<file path="src/hw/rtl/sync_length_checksum_deframer_top_macros.svh">
// ---------------------------------------------------------------------------
// sync length checksum deframer assertion macros
// shared property wrappers for the deframer checks, clocked on clk and
// disabled while rst_n is low
// ---------------------------------------------------------------------------
`ifndef SYNC_LENGTH_CHECKSUM_DEFRAMER_TOP_MACROS_SVH
`define SYNC_LENGTH_CHECKSUM_DEFRAMER_TOP_MACROS_SVH

// same-cycle implication
`define SLCD_ASSERT_NOW(lbl, ante, cons, msg) \
  lbl: assert property (@(posedge clk) disable iff (!rst_n) (ante) |-> (cons)) \
    else $error(msg);

// next-cycle implication
`define SLCD_ASSERT_NEXT(lbl, ante, cons, msg) \
  lbl: assert property (@(posedge clk) disable iff (!rst_n) (ante) |=> (cons)) \
    else $error(msg);

`endif

</file>
<file path="src/hw/rtl/slcd_pkg.sv">
// ---------------------------------------------------------------------------
// slcd_pkg
// shared constants, status codes and controller/datapath interface types
// ---------------------------------------------------------------------------
package slcd_pkg;

  localparam int MAX_PAYLOAD = 64;
  localparam int ADDR_W      = $clog2(MAX_PAYLOAD);
  localparam int CNT_W       = 7;
  localparam int BYTE_W      = 8;

  localparam logic [BYTE_W-1:0] START_BYTE = 8'hFF;
  localparam logic [CNT_W-1:0]  LIMIT_MAX  = CNT_W'(MAX_PAYLOAD);

  typedef enum logic [1:0] {
    ST_GOOD     = 2'd0,
    ST_BAD_SUM  = 2'd1,
    ST_TOO_LONG = 2'd2
  } status_t;

  typedef struct packed {
    logic    ld_len;
    logic    pay_wr;
    logic    rd_en;
    logic    emit_data;
    logic    emit_status;
    status_t st_code;
  } ctrl_cmd_t;

  typedef struct packed {
    logic len_too_long;
    logic len_zero;
    logic pay_done;
    logic sum_match;
    logic frame_empty;
    logic emit_last;
    logic out_busy;
    logic out_free;
  } dp_stat_t;

endpackage

</file>
<file path="src/hw/rtl/slcd_ctrl.sv">
// ---------------------------------------------------------------------------
// slcd_ctrl
// frame state machine: hunt, length, payload, check byte and payload drain
// ---------------------------------------------------------------------------
module slcd_ctrl (
  input  logic                 clk,
  input  logic                 rst_n,
  input  logic                 in_valid,
  output logic                 in_ready,
  input  logic                 start_hit,
  input  slcd_pkg::dp_stat_t   stat,
  output slcd_pkg::ctrl_cmd_t  cmd
);
  import slcd_pkg::*;

  typedef enum logic [2:0] {
    S_HUNT,
    S_LEN,
    S_PAY,
    S_CHK,
    S_RD,
    S_EMIT
  } state_t;

  state_t state_r;
  state_t state_nxt;
  logic   accept;

  always_comb begin
    unique case (state_r)
      S_HUNT, S_PAY: in_ready = 1'b1;
      S_LEN, S_CHK:  in_ready = !stat.out_busy;
      default:       in_ready = 1'b0;
    endcase
  end

  assign accept = in_valid && in_ready;

  always_comb begin
    cmd       = '0;
    cmd.st_code = ST_GOOD;
    state_nxt = state_r;
    unique case (state_r)
      S_HUNT: begin
        if (accept && start_hit) begin
          state_nxt = S_LEN;
        end
      end
      S_LEN: begin
        if (accept) begin
          cmd.ld_len = 1'b1;
          if (stat.len_too_long) begin
            cmd.emit_status = 1'b1;
            cmd.st_code     = ST_TOO_LONG;
            state_nxt       = S_HUNT;
          end else if (stat.len_zero) begin
            state_nxt = S_CHK;
          end else begin
            state_nxt = S_PAY;
          end
        end
      end
      S_PAY: begin
        if (accept) begin
          cmd.pay_wr = 1'b1;
          if (stat.pay_done) begin
            state_nxt = S_CHK;
          end
        end
      end
      S_CHK: begin
        if (accept) begin
          if (!stat.sum_match) begin
            cmd.emit_status = 1'b1;
            cmd.st_code     = ST_BAD_SUM;
            state_nxt       = S_HUNT;
          end else if (stat.frame_empty) begin
            cmd.emit_status = 1'b1;
            cmd.st_code     = ST_GOOD;
            state_nxt       = S_HUNT;
          end else begin
            state_nxt = S_RD;
          end
        end
      end
      S_RD: begin
        cmd.rd_en = 1'b1;
        state_nxt = S_EMIT;
      end
      S_EMIT: begin
        if (stat.out_free) begin
          cmd.emit_data = 1'b1;
          state_nxt     = stat.emit_last ? S_HUNT : S_RD;
        end
      end
      default: begin
        state_nxt = S_HUNT;
      end
    endcase
  end

  always_ff @(posedge clk) begin
    if (!rst_n) begin
      state_r <= S_HUNT;
    end else begin
      state_r <= state_nxt;
    end
  end

endmodule

</file>
<file path="src/hw/rtl/slcd_dp.sv">
// ---------------------------------------------------------------------------
// slcd_dp
// deframer datapath: limit register, counters, checksum, payload memory
// and the output register
// ---------------------------------------------------------------------------
module slcd_dp (
  input  logic                                  clk,
  input  logic                                  rst_n,
  input  logic [slcd_pkg::BYTE_W-1:0]           in_rx_byte,
  input  logic                                  cfg_valid,
  input  logic [slcd_pkg::CNT_W-1:0]            cfg_max_payload,
  input  slcd_pkg::ctrl_cmd_t                   cmd,
  output slcd_pkg::dp_stat_t                    stat,
  output logic                                  start_hit,
  output logic                                  out_valid,
  input  logic                                  out_ready,
  output logic [slcd_pkg::BYTE_W-1:0]           out_data,
  output logic                                  out_data_valid,
  output logic                                  out_last,
  output logic [1:0]                            out_status
);
  import slcd_pkg::*;

  logic [CNT_W-1:0]  max_payload_r;
  logic [CNT_W-1:0]  limit;
  logic [CNT_W-1:0]  frame_len_r;
  logic [CNT_W-1:0]  cnt_r;
  logic [CNT_W-1:0]  rd_idx_r;
  logic [BYTE_W-1:0] sum_r;
  logic [BYTE_W-1:0] mem [MAX_PAYLOAD];
  logic [BYTE_W-1:0] rd_data_r;

  logic              out_valid_r;
  logic [BYTE_W-1:0] out_data_r;
  logic              out_data_valid_r;
  logic              out_last_r;
  status_t           out_status_r;

  assign limit = (max_payload_r < LIMIT_MAX) ? max_payload_r : LIMIT_MAX;

  assign start_hit         = (in_rx_byte == START_BYTE);
  assign stat.len_too_long = (in_rx_byte > {1'b0, limit});
  assign stat.len_zero     = (in_rx_byte == '0);
  assign stat.pay_done     = ((cnt_r + CNT_W'(1)) == frame_len_r);
  assign stat.sum_match    = (in_rx_byte == sum_r);
  assign stat.frame_empty  = (frame_len_r == '0);
  assign stat.emit_last    = ((rd_idx_r + CNT_W'(1)) == frame_len_r);
  assign stat.out_busy     = out_valid_r;
  assign stat.out_free     = !out_valid_r || out_ready;

  // limit register
  always_ff @(posedge clk) begin
    if (!rst_n) begin
      max_payload_r <= LIMIT_MAX;
    end else if (cfg_valid) begin
      max_payload_r <= cfg_max_payload;
    end
  end

  // frame counters and running sum
  always_ff @(posedge clk) begin
    if (!rst_n) begin
      frame_len_r <= '0;
      cnt_r       <= '0;
      rd_idx_r    <= '0;
      sum_r       <= '0;
    end else begin
      if (cmd.ld_len) begin
        frame_len_r <= in_rx_byte[CNT_W-1:0];
        cnt_r       <= '0;
        rd_idx_r    <= '0;
        sum_r       <= in_rx_byte;
      end else if (cmd.pay_wr) begin
        cnt_r <= cnt_r + CNT_W'(1);
        sum_r <= sum_r + in_rx_byte;
      end
      if (cmd.emit_data) begin
        rd_idx_r <= rd_idx_r + CNT_W'(1);
      end
    end
  end

  // payload memory
  always_ff @(posedge clk) begin
    if (cmd.pay_wr) begin
      mem[cnt_r[ADDR_W-1:0]] <= in_rx_byte;
    end
    if (cmd.rd_en) begin
      rd_data_r <= mem[rd_idx_r[ADDR_W-1:0]];
    end
  end

  // output register
  always_ff @(posedge clk) begin
    if (!rst_n) begin
      out_valid_r <= 1'b0;
    end else if (cmd.emit_data || cmd.emit_status) begin
      out_valid_r <= 1'b1;
    end else if (out_ready) begin
      out_valid_r <= 1'b0;
    end
  end

  always_ff @(posedge clk) begin
    if (cmd.emit_data) begin
      out_data_r       <= rd_data_r;
      out_data_valid_r <= 1'b1;
      out_last_r       <= stat.emit_last;
      out_status_r     <= ST_GOOD;
    end else if (cmd.emit_status) begin
      out_data_r       <= '0;
      out_data_valid_r <= 1'b0;
      out_last_r       <= 1'b1;
      out_status_r     <= cmd.st_code;
    end
  end

  assign out_valid      = out_valid_r;
  assign out_data       = out_data_r;
  assign out_data_valid = out_data_valid_r;
  assign out_last       = out_last_r;
  assign out_status     = out_status_r;

endmodule

</file>
<file path="src/hw/rtl/sync_length_checksum_deframer_top.sv">
// ---------------------------------------------------------------------------
// sync_length_checksum_deframer_top
// start byte / length / sum check deframer; stores the payload and releases
// it byte by byte once the check byte matches
// ---------------------------------------------------------------------------
//   channel | direction | payload                                   | beat
//   in_     | input     | rx_byte                                   | one byte
//   out_    | output    | data, data_valid, last, status            | one result
//   cfg_    | input     | max_payload                               | one write
//
// header and payload bytes are taken one per cycle while the output slot is
// not needed; length and check bytes wait while a result sits in the slot
// a good frame drains its payload byte by byte (memory read, then output
// load, which waits while out_ready is low); input is held off meanwhile
// reset clears control state and sets max_payload to 64; no clearing pass
// ---------------------------------------------------------------------------
`include "sync_length_checksum_deframer_top_macros.svh"

module sync_length_checksum_deframer_top (
  input  logic                        clk,
  input  logic                        rst_n,
  input  logic                        in_valid,
  output logic                        in_ready,
  input  logic [slcd_pkg::BYTE_W-1:0] in_rx_byte,
  output logic                        out_valid,
  input  logic                        out_ready,
  output logic [slcd_pkg::BYTE_W-1:0] out_data,
  output logic                        out_data_valid,
  output logic                        out_last,
  output logic [1:0]                  out_status,
  input  logic                        cfg_valid,
  output logic                        cfg_ready,
  input  logic [slcd_pkg::CNT_W-1:0]  cfg_max_payload
);
  import slcd_pkg::*;

  ctrl_cmd_t cmd;
  dp_stat_t  stat;
  logic      start_hit;

  assign cfg_ready = 1'b1;

  slcd_ctrl u_ctrl (
    .clk       (clk),
    .rst_n     (rst_n),
    .in_valid  (in_valid),
    .in_ready  (in_ready),
    .start_hit (start_hit),
    .stat      (stat),
    .cmd       (cmd)
  );

  slcd_dp u_dp (
    .clk             (clk),
    .rst_n           (rst_n),
    .in_rx_byte      (in_rx_byte),
    .cfg_valid       (cfg_valid),
    .cfg_max_payload (cfg_max_payload),
    .cmd             (cmd),
    .stat            (stat),
    .start_hit       (start_hit),
    .out_valid       (out_valid),
    .out_ready       (out_ready),
    .out_data        (out_data),
    .out_data_valid  (out_data_valid),
    .out_last        (out_last),
    .out_status      (out_status)
  );

  // drain of a frame holds off new bytes until its last beat
  `SLCD_ASSERT_NOW(a_drain_blocks_input, out_valid && out_data_valid && !out_last, !in_ready, "input taken during payload drain")
  // results are loaded only into a free slot
  `SLCD_ASSERT_NOW(a_load_into_free, cmd.emit_data || cmd.emit_status, stat.out_free, "output register overwritten")
  // a loaded payload byte shows up as a good data beat
  `SLCD_ASSERT_NEXT(a_data_beat_good, cmd.emit_data, out_valid && out_data_valid && out_status == ST_GOOD, "payload beat malformed")

endmodule
</file>
<file path="config.mk">
export PLATFORM = sky130hd
export DESIGN_NAME = sync_length_checksum_deframer_top
export DESIGN_NICKNAME = d
export VERILOG_FILES = /design/src/hw/rtl/slcd_pkg.sv /design/src/hw/rtl/slcd_ctrl.sv /design/src/hw/rtl/slcd_dp.sv /design/src/hw/rtl/sync_length_checksum_deframer_top.sv
export VERILOG_INCLUDE_DIRS = /design/src /design/src/hw/rtl
export SDC_FILE = /design/constraint.sdc
export NUM_CORES = 1
export LEC_CHECK = 0
export ABC_AREA = 1
export BUFFER_PORTS_ARGS = -buffer_cell sky130_fd_sc_hd__buf_2
export CORE_ASPECT_RATIO = 0.8
export CORE_MARGIN = 5
export CORE_UTILIZATION = 55
export CTS_CLUSTER_SIZE = 16
export DETAILED_ROUTE_END_ITERATION = 7
export GPL_ROUTABILITY_DRIVEN = 0
export PLACE_DENSITY = 0.74
export SYNTH_ARGS = -nofsm -noshare
export SYNTH_HDL_FRONTEND = slang
export SYNTH_HIERARCHICAL = 1
export SYNTH_SLANG_ARGS = --single-unit
</file>
<file path="constraint.sdc">
create_clock -name clk -period 2.2 [get_ports clk]
set_input_delay 0.22 -clock clk [delete_from_list [all_inputs] [get_ports clk]]
set_output_delay 0.22 -clock clk [all_outputs]
set_load 0.05 [all_outputs]
</file>
**After elaboration in Yosys (flattened, before gate mapping)**

Memories as Yosys holds them, arrays and structs flattened. A register that Yosys moved wholly into a read port is not among the register bits.
Index checks and enable logic that the tools add are counted.

- Bits in registers: 52
- Bits in writable memories: 512
- Input port bits: 20
- Output and inout port bits: 15
- Word-level logic and storage cells: 87
- Memories kept: 1

- Add/subtract/negate cells: 3
- Order comparisons: 2
- Equal/unequal tests: 15
- Mux-type cells: 38
- Bitwise logic cells: 1
- Reduce and logical (&&, ||, !) cells: 16

Memory list:

| name | depth | width | read ports | clocked after Yosys merged registers in | write ports | RTL line | text |
|---|---|---|---|---|---|---|---|
| u_dp.mem | 64 | 8 | 1 | 1 | 1 | slcd_dp.sv:30 | `logic [BYTE_W-1:0] mem [MAX_PAYLOAD];` |

Operators with widths:

| kind | count |
|---|---|
| 2-to-1 mux 3 bit | 14 |
| 2-to-1 mux 8 bit | 4 |
| 2-to-1 mux 7 bit | 3 |
| one-hot mux 3 bit (6 select lines) | 1 |
| adder 7 x 1 -> 7 bit, second input constant | 2 |
| == test 7 bit | 2 |
| 2-to-1 mux 1 bit | 13 |
| adder 8 bit | 1 |
| == test 8 bit | 1 |
| == test 8 bit, second input constant | 1 |
| greater-than comparator 8 x 7 -> 1 bit | 1 |
| logical NOT 8 bit | 1 |
| inequality test 2 x 1 -> 1 bit, second input constant | 4 |
| nonzero test 2 bit | 4 |
| logical NOT 7 bit | 1 |
| < comparator 7 bit, second input constant | 1 |
| == test 3 x 2 -> 1 bit, second input constant | 2 |
| == test 3 bit, second input constant | 2 |
| one-hot mux 3 bit (2 select lines) | 1 |
| AND reduction 6 bit | 1 |
| OR reduction 2 bit | 3 |
| inequality test 2 bit, second input constant | 2 |
| == test 3 x 1 -> 1 bit, second input constant | 1 |
| logical NOT 3 bit | 1 |
| other kinds (6) | 8 |

**Depth between registers and ports, before layout**

Gate-level depths: netlist (run 1).

- Depth in word-level cells: 8
- Gate-level depth with buffers: 17
- Gate-level depth less buffers: 17

**Cells and area by module**

Netlist (run 1), hierarchy kept.

By module, submodules not included:

| module | instances | cells an instance | area each (µm²) | seq. area each (µm²) |
|---|---|---|---|---|
| slcd_dp | 1 | 2184 | 24051.8 | 16686.0 |
| slcd_ctrl | 1 | 67 | 385.4 | 60.1 |
| sync_length_checksum_deframer_top | 1 | 2 | 11.3 | 0.0 |

**Worst setup path before layout (run 1)**

No wires, ideal clock.

- Path kind: register to register
- From: register u_dp.out_valid_r (netlist: u_dp/out_valid)
- To: register u_dp.out_data_r[0] (netlist: u_dp/out_data[0]) (enable)
- Setup time: 334 ps
- Arrival time: 2268 ps
- Data required time: 1866 ps
- Setup slack: -402 ps
- Stages on the path, launching flop included: 7
- Buffers on the path: 1
- Period minus slack after synthesis: 2602 ps
- Path through: dfxtp_1 > buf_4 > a21oi_1 > nand3_1 > o21bai_1 > inv_1 > nand2_1

RTL lines:

| item | RTL line | text |
|---|---|---|
| from (decl) | slcd_dp.sv:33 | `logic out_valid_r;` |
| from (signal assigned) | slcd_dp.sv:96 | `out_valid_r <= 1'b0;` |
| from (signal assigned) | slcd_dp.sv:98 | `out_valid_r <= 1'b1;` |
| from (signal assigned) | slcd_dp.sv:100 | `out_valid_r <= 1'b0;` |
| to (signal assigned) | slcd_dp.sv:106 | `out_data_r <= rd_data_r;` |
| to (decl) | slcd_dp.sv:34 | `logic [BYTE_W-1:0] out_data_r;` |

==> results of run 1 <==
## what timing repair did
item / 4_1_cts / 5_1_grt
resized for setup: 9 / 40
hold endpoints to repair: 12 / 0
pin swaps: 1 / 8
buffers inserted: 0 / 7
endpoints found under the setup margin: 109 / 207
hold buffers: 15 / 0
cloned: 1 / 0
## cells by family after synthesis
family / after synthesis / synth area share (%)
other: 1 / 0.0153
DFF: 572 / 68.5
and+or+nand+nor: 1381 / 24.0
xor gates and xnor gates: 15 / 0.594
adders and majority gates: 17 / 0.901
AOI/OAI and AO/OA: 70 / 1.62
buffers and inverters: 197 / 4.41
## power breakdown
group          switching (µW)  total, µW  internal, µW
logic                    1110       1610           495
registers                 103      12100         12000
clock network            3960       9060          5100
## tightest hold or removal path, stage by stage
cell                      delay (ps)
sky130_fd_sc_hd__buf_2           160
sky130_fd_sc_hd__o21ai_0         120
sky130_fd_sc_hd__nor2_1          110
## stage by stage
stage	setup slack, ps	instance area [µm²]	hold slack, ps
floorplan	18.2	24500	318
global placement	-236	25900	429
detailed placement	-358	25900	448
CTS	-91.2	27700	35.6
global route	-20.4	28000	94.0
finish	60.5	28000	57.5
## flip-flops by register name (all words and copies together) (netlist names)
register / count
u_dp/out_data_valid: 1
u_dp/out_data: 8
u_dp/mem: 512
u_dp/out_last: 1
u_dp/sum_r: 8
u_dp/out_status: 2
u_dp/out_valid: 1
u_dp/max_payload_r: 7
u_ctrl/state_r: 3
u_dp/frame_len_r: 7
u_dp/cnt_r: 7
u_dp/rd_idx_r: 7
u_dp/rd_data_r: 8
## placed cells by master, fill, tap and decap left out, types with 6 or more instances in the layout
cell                            instances
sky130_fd_sc_hd__a21oi_1               25
sky130_fd_sc_hd__buf_12                17
sky130_fd_sc_hd__buf_2                 32
sky130_fd_sc_hd__buf_4                131
sky130_fd_sc_hd__clkbuf_1              12
sky130_fd_sc_hd__clkbuf_16             54
sky130_fd_sc_hd__clkinv_1              14
sky130_fd_sc_hd__clkinv_2               9
sky130_fd_sc_hd__dfxtp_1               38
sky130_fd_sc_hd__dlygate4sd3_1         15
sky130_fd_sc_hd__edfxtp_1             529
sky130_fd_sc_hd__ha_1                  11
sky130_fd_sc_hd__inv_1                 57
sky130_fd_sc_hd__nand2_1              757
sky130_fd_sc_hd__nand2_2               12
sky130_fd_sc_hd__nand3_1              464
sky130_fd_sc_hd__nand4_1               12
sky130_fd_sc_hd__nor2_1               111
sky130_fd_sc_hd__nor2_2                10
sky130_fd_sc_hd__o21ai_0               17
sky130_fd_sc_hd__o22ai_1                6
sky130_fd_sc_hd__xor2_1                 9
## worst min-delay path by stage
stage                   startpoint                     to  slack, ps
2_1_floorplan                rst_n          u_dp/sum_r[1]        320
3_3_place_gp   u_dp/out_data_valid    u_dp/out_data_valid        430
3_5_place_dp    cfg_max_payload[6]  u_dp/max_payload_r[6]        450
4_1_cts                  cfg_valid  u_dp/max_payload_r[2]         40
5_1_grt                  cfg_valid  u_dp/max_payload_r[2]         90
6_report                 cfg_valid  u_dp/max_payload_r[2]         60
## layout make-up
cell class                 instances  area (µm²)
antenna                            1        2.50
clock buffer                      66        1400
clock inverter                    31         303
fill                            3357       16200
inverter                          70         282
multi-input combinational       1485        6810
sequential                       572       16800
tap                              603         754
timing repair buffer             199        1680
## cells in the mapped netlist, drive strengths merged
library cell and number:
o22ai 6, o21bai 1, xnor2 3, nand2 771
clkbuf 12, nor2 122, clkinv 3, inv 67
o21a 1, edfxtp 529, nand3 466, o311ai 1
a211oi 2, xnor3 1, nor3 4, xor2 11
a31oi 5, or2 2, a21oi 27, and2 1
a21o 1, nor4 3, conb 1, buf 115
fa 1, a21boi 4, o211ai 1, ha 16
a22oi 1, nand4 12, o21ai 20, dfxtp 43
## layer usage
metal	share of wire (%)	vias up	global-route usage, %	wire [µm]
li1	-	8033	-	-
met1	42	8295	36.8	25500
met2	44	919	36.7	26600
met3	11	136	4.76	6390
met4	2.8	0	6.49	1670
met5	0	-	0	0
==> results, run 1 <==
- The run finished with clean final reports.
- In this run the remaining antenna-violating nets after routing total 0.
- The instance count of the mapped netlist is 2253.
- The critical path goes through clkinv_4 > buf_6 > ha_4 > nand4_1 > inv_1 > nand2_1 > a21oi_2 > inv_2 > nor3_4 > o21bai_4 > inv_4 > nand2_4.
- The first detailed-routing pass ran for 6 iterations.
- The critical register-to-register path endpoint is u_dp/out_data[1].
- The routed length per instance is 19.9 µm.
- The clock latency on the worst-skew pair is 590 ps.
- The logic depth of the worst setup path including buffers is 12.
- The final cell count without fillers is 3027.
- Sorting the synthesized cells by area gives the leading types as sky130_fd_sc_hd__edfxtp_1 65%, sky130_fd_sc_hd__nand2_1 12%, sky130_fd_sc_hd__nand3_1 9.5%.
- The time the worst path needs with I/O delays and setup is 2140 ps.
- In this design, the stage delay of the slowest critical-path cell is 360 ps.
- The internal reg-to-reg setup slack is 60 ps.
- The total placed cells including tap cells is 2906.
- The largest total area in the synthesized netlist belongs to sky130_fd_sc_hd__edfxtp_1.
- The share of the synthesized area in the top cell type is 65.0%.
- The net count after synthesis is 2290.
- Counting instances, the worst hold path has a depth of 3.
- The total routed wirelength is 60.2 mm.
- Pin placement for this block handled 35 I/O pins.
- The number of cells on the worst reg-to-reg path is 12.
- The worst path required time is 2500 ps.
- In this run, distinct cell masters in the synthesized netlist total 43.
- The count of yosys warnings during synthesis is 6.
- The post-route clock period utilization is 97.3%.
- After legalization and detailed placement, the total HPWL measured 37.0 mm.
- Relative to the synthesized area, the layout overhead comes to 14.4%.
- After floorplanning, the core was divided into 69 placement rows.
- The completed layout was analyzed and its total power is 22800 µW.
- Adding up every negative setup slack in the final design gives 0 ps.
- The final count of pins violating max slew came to 0.
- The launching element type of the critical path is a flop.
- In the routed layout, each cell is associated on average with a via count of 5.74.
- For this run, the top clock speed supported by timing is 467 MHz.
- Counting the buffers created by CTS gives 53.
- The worst flop-to-flop path startpoint is u_dp/max_payload_r[6].
- The cell area after technology mapping is 0.0244 mm².
- For the final database, setup skew stands at 21.4 ps.
- The maximum root-to-sink buffer count is 3.
- Among cell families on the critical path, the largest total delay comes from simple AND/OR/NAND/NOR gates.
- Input and output buffers added on the ports amount to 33.
- The root buffer cell chosen for the clock tree is sky130_fd_sc_hd__clkbuf_16.
- In this run the number of H-tree levels came out at 2.
- For this configuration, the core starts out at a cell density of 55.3%.
- The capturing element type of the critical path is a flop.
- The actual transition at the worst max-transition pin is 861 ps.
- The floorplan step set the die height to 199 µm.
- The fraction of layout instances using a drive strength above 1 is 13.1%.
- Measured on the finished design, the core utilization comes to 63.3%.
- The area of the core is 0.0442 mm².
- The total power per unit cell area is 815 mW/mm².
- The buffering stage count on the worst path with inverters included is 5.
- The clock net in this run drives a total of 572 sinks.
- The die area is 0.0488 mm².
- The clock input transition at the sequential cells of the worst setup and hold paths is 60 ps.
- The total routing usage reported by global routing is 24.3%.
- The via count of the first global-routing pass came to 16600.
- Synthesis inferred 572 register bits.
- The path class of the tightest hold or removal check is in2reg.
- Averaged over all synthesized cells, the footprint is 10.9 µm².
- The number of antenna violations at the first check in global routing was 3.
- The total grt overflow is 0.
- Setup violations remaining at the end of the flow were counted as 0.
- The relative slew slack is 42.6%.
- The number of nets in the layout is 2418.
- Entering global routing, the biggest net connects 82 pins.
- The first global-routing pass estimated 93.4 mm of wire.
- In the routed design, unresolved DRC markers number 0.
- The static leakage power is 0.0105 µW.
- The critical path's slowest cell is sky130_fd_sc_hd__dfxtp_2.
- For this block, the via count after detailed routing is 17400.
- The destination of the critical timing path is u_dp/out_data[1].
- The critical path is of the reg2reg type.
- The arrival time at the worst endpoint is 2440 ps.
- Max-cap violations in this run came to 0.
- The die is 246 µm wide.
- The clock tree from TritonCTS is yes.
- The number of failing hold endpoints at the final stage came to 0.
- Along the worst path, the maximum fanout reaches 7.
- For this run, the register share of the synthesized area comes to 68.5%.
- The maximum ir drop on the vdd rail is 0.000830 V.
- The most critical setup path has its startpoint at u_dp/max_payload_r[6].
- The first routing iteration left 2189 violations.
Note: power is estimated with default switching activity, not from simulation.
==> inputs of run 2 (changes only) <==
--- a/config.mk
+++ b/config.mk
@@ -10,11 +10,10 @@
 export BUFFER_PORTS_ARGS = -buffer_cell sky130_fd_sc_hd__buf_2
 export CORE_ASPECT_RATIO = 0.8
 export CORE_MARGIN = 5
-export CORE_UTILIZATION = 55
+export CORE_UTILIZATION = 40
 export CTS_CLUSTER_SIZE = 16
 export DETAILED_ROUTE_END_ITERATION = 7
 export GPL_ROUTABILITY_DRIVEN = 0
-export PLACE_DENSITY = 0.74
 export SYNTH_ARGS = -nofsm -noshare
 export SYNTH_HDL_FRONTEND = slang
 export SYNTH_HIERARCHICAL = 1
==> constraint.sdc (replaced) <==
create_clock -name clk -period 2.2 [get_ports clk]
set_input_delay 0.44 -clock clk [delete_from_list [all_inputs] [get_ports clk]]
set_output_delay 0.44 -clock clk [all_outputs]
set_load 0.05 [all_outputs]
==> run 2 against run 1 <==
Register-to-register slack got worse by 60 ps; cell count increased by 6.3%; first-iteration DRC count decreased by 15%; via count decreased by 2.1%; clock skew decreased by 8.3 ps; worst hold slack got worse by 5.3 ps; worst setup slack got worse by 59 ps; combinational power increased by 3%; highest routed layer unchanged.
==> results, run 2 (synthesized netlist as in run 1, its figures left out) <==
- The critical path is of the reg2reg type.
- At the worst endpoint, the required time is 2520 ps.
- The die covers 0.0662 mm².
- The kind of cell with the highest combined delay on the critical path is simple AND/OR/NAND/NOR gates.
- The overall via count from detail_route is 17000.
- The launching element type of the critical path is a flop.
- The total routing usage reported by global routing is 18.6%.
- Setup violations remaining at the end of the flow were counted as 0.
- The filler cells instantiated in the layout total 5530.
- The minimum hold slack is 52.2 ps.
- Based on the critical path, the design can be clocked at up to 455 MHz.
- The number of clock buffers added by TritonCTS is 57.
- The final count of pins violating max slew was 0.
- The number of antenna violations at the first check in global routing is 3.
- The actual transition at the worst max-transition pin is 861 ps.
- Traced cell by cell, the critical path runs through inv_4 > buf_6 > nand2_4 > ha_4 > nand4_1 > inv_1 > nand2_2 > a21oi_4 > inv_2 > nor3_4 > o21bai_4 > inv_4 > nand2_4.
- The maximum root-to-sink buffer count is 3.
- In the layout the commonest cells are 759 x sky130_fd_sc_hd__nand2_1, 529 x sky130_fd_sc_hd__edfxtp_1, 462 x sky130_fd_sc_hd__nand3_1.
- 0 antenna diodes ended up in the layout.
- The clock input transition at the sequential cells of the worst setup and hold paths is 60 ps.
- At the later pin of the worst-skew pair, clock insertion delay measures 610 ps.
- The cts-stage hold buffer count is 0.
- Together, buffers and inverters on the worst path number 5.
- For this run, the detailed router's first-pass iteration total came to 7.
- The total grt overflow is 0.
- The initialized floorplan defines 81 standard-cell rows.
- Of all nets on the critical path, the largest fanout is 6.
- The final critical path takes up 99.9% of the cycle.
- The total area inside the core boundary comes to 0.0608 mm².
- The critical path's slowest cell is sky130_fd_sc_hd__dfxtp_2.
- After detailed placement, the total cell area comes to 0.0262 mm².
- The via count of the first global-routing pass is 16200.
- Measured along the x axis, the die boundary spans 286 µm.
- The count of nets left with antenna violations once routing finished came out at 0.
- Setup repair after global routing could not meet its margin everywhere.
- The time the worst path needs with I/O delays and setup is 2200 ps.
- The arrival time at the worst endpoint is 2520 ps.
- The maximum clock skew at final layout is 13.1 ps.
- Across the VDD grid, the largest voltage drop is 0.000636 V.
- The clock tree from TritonCTS is yes.
- The worst setup timing slack at the placement stage is -491 ps.
- The static leakage power is 0.0105 µW.
- Compared with the post-synthesis result, the final layout area differs by 15.5%.
- During placement, the flow inserted port buffers numbering 33.
- The buffer type at the clock tree root is sky130_fd_sc_hd__clkbuf_16.
- The run finished with clean final reports.
- The net count of the finished layout is 2423.
- The effective utilization at floorplan is 40.2%.
- The tool flagged a number of max-cap violations equal to 0.
- The finished cells cover 0.0282 mm².
- In the routed design, unresolved DRC markers number 0.
- The worst-case setup margin in the final layout is 1.46 ps.
- The library cell used most frequently in the layout, excluding fill and tap cells, is sky130_fd_sc_hd__nand2_1.
- The longest individual stage delay on the worst path is 340 ps.
- For this design the ratio of total power to cell area is 816 mW/mm².
- The relative slew slack is 42.6%.
- The die is 231 µm tall.
- The total clock sinks is 572.
- In this run the worst hold path is classified as in2reg.
- In this run the count of I/O pins placed on the die edge is 35.
- The number of failing hold endpoints at the final stage is 0.
- The post-DP HPWL is 38.6 mm.
- The capturing element type of the critical path is a flop.
- After detailed routing, the number of vias per cell comes to 5.29.
- Summed over all layers, the routed wires come to 63.0 mm.
- The wire length of the first global-routing pass is 96.2 mm.
- In the final routed layout, each cell accounts on average for 19.6 µm.
- The fraction of layout instances using a drive strength above 1 is 13.7%.
- Summing internal, switching and leakage power gives 23000 µW.
- The maximum number of pins on one net before global-route repair is 77.
- The first routing iteration left 1851 violations.
- The clock tree synthesis step divided the H-tree into 2 levels.
- The flip-flop count of the largest register, all copies and words added is 512.
run 2: report_power, final:
group / total (µW) / switching (µW) / internal, µW / leakage (µW)
Combinational: 1660 / 1120 / 539 / 0.00455
Sequential: 12100 / 98.0 / 12000 / 0.00511
Clock: 9240 / 4020 / 5220 / 0.000849
Total: 23000 / 5240 / 17800 / 0.0105
run 2: area by class of cell:
class	count	area [µm²]	share of cell area, %
clock buffer	71	1520	5.39
clock inverter	32	233	0.824
inverter	70	275	0.975
multi-input combinational	1485	6830	24.2
sequential	572	16800	59.4
tap	788	986	3.49
timing repair buffer	200	1630	5.77
run 2: what timing repair did:
action	4_1_cts	5_1_grt
endpoints found under the setup margin	13	193
gates resized for setup	10	41
cloned	1	0
buffers inserted	1	0
pin swaps	2	12
run 2: worst register-to-register path: stages (launching register included):
cell and delay, ps:
sky130_fd_sc_hd__dfxtp_2 340, sky130_fd_sc_hd__inv_4 80, sky130_fd_sc_hd__buf_6 110, sky130_fd_sc_hd__nand2_4 50
sky130_fd_sc_hd__ha_4 250, sky130_fd_sc_hd__nand4_1 110, sky130_fd_sc_hd__inv_1 110, sky130_fd_sc_hd__nand2_2 70
sky130_fd_sc_hd__a21oi_4 180, sky130_fd_sc_hd__inv_2 70, sky130_fd_sc_hd__nor3_4 200, sky130_fd_sc_hd__o21bai_4 160
sky130_fd_sc_hd__inv_4 80, sky130_fd_sc_hd__nand2_4 100
run 2: layer usage:
metal	up-vias	GRT usage [%]	wire, µm
met3	80	3.58	4620
met1	8309	27.8	29000
li1	8060	-	-
met2	568	28.1	28000
met4	0	4.80	1350
met5	-	0	0
run 2: final timing paths:
kind         slack, ps                     to                   from  cells after the start
max                  1       u_dp/out_data[0]  u_dp/max_payload_r[6]                     13
min                 50  u_dp/max_payload_r[4]     cfg_max_payload[4]                      3
max reg2reg          1       u_dp/out_data[0]  u_dp/max_payload_r[6]                     13
min reg2reg        450    u_dp/out_data_valid    u_dp/out_data_valid                      2
run 2: per-stage QoR:
step / setup TNS (ps) / cells / utilization [%]
6_report: 0 / 3218 / 46.4
5_1_grt: -847 / 3218 / 46.4
4_1_cts: 0 / 3218 / 46.1
3_5_place_dp: -6220 / 3113 / 43.2
3_3_place_gp: -4460 / 3113 / 43.2
2_1_floorplan: 0 / 2253 / -
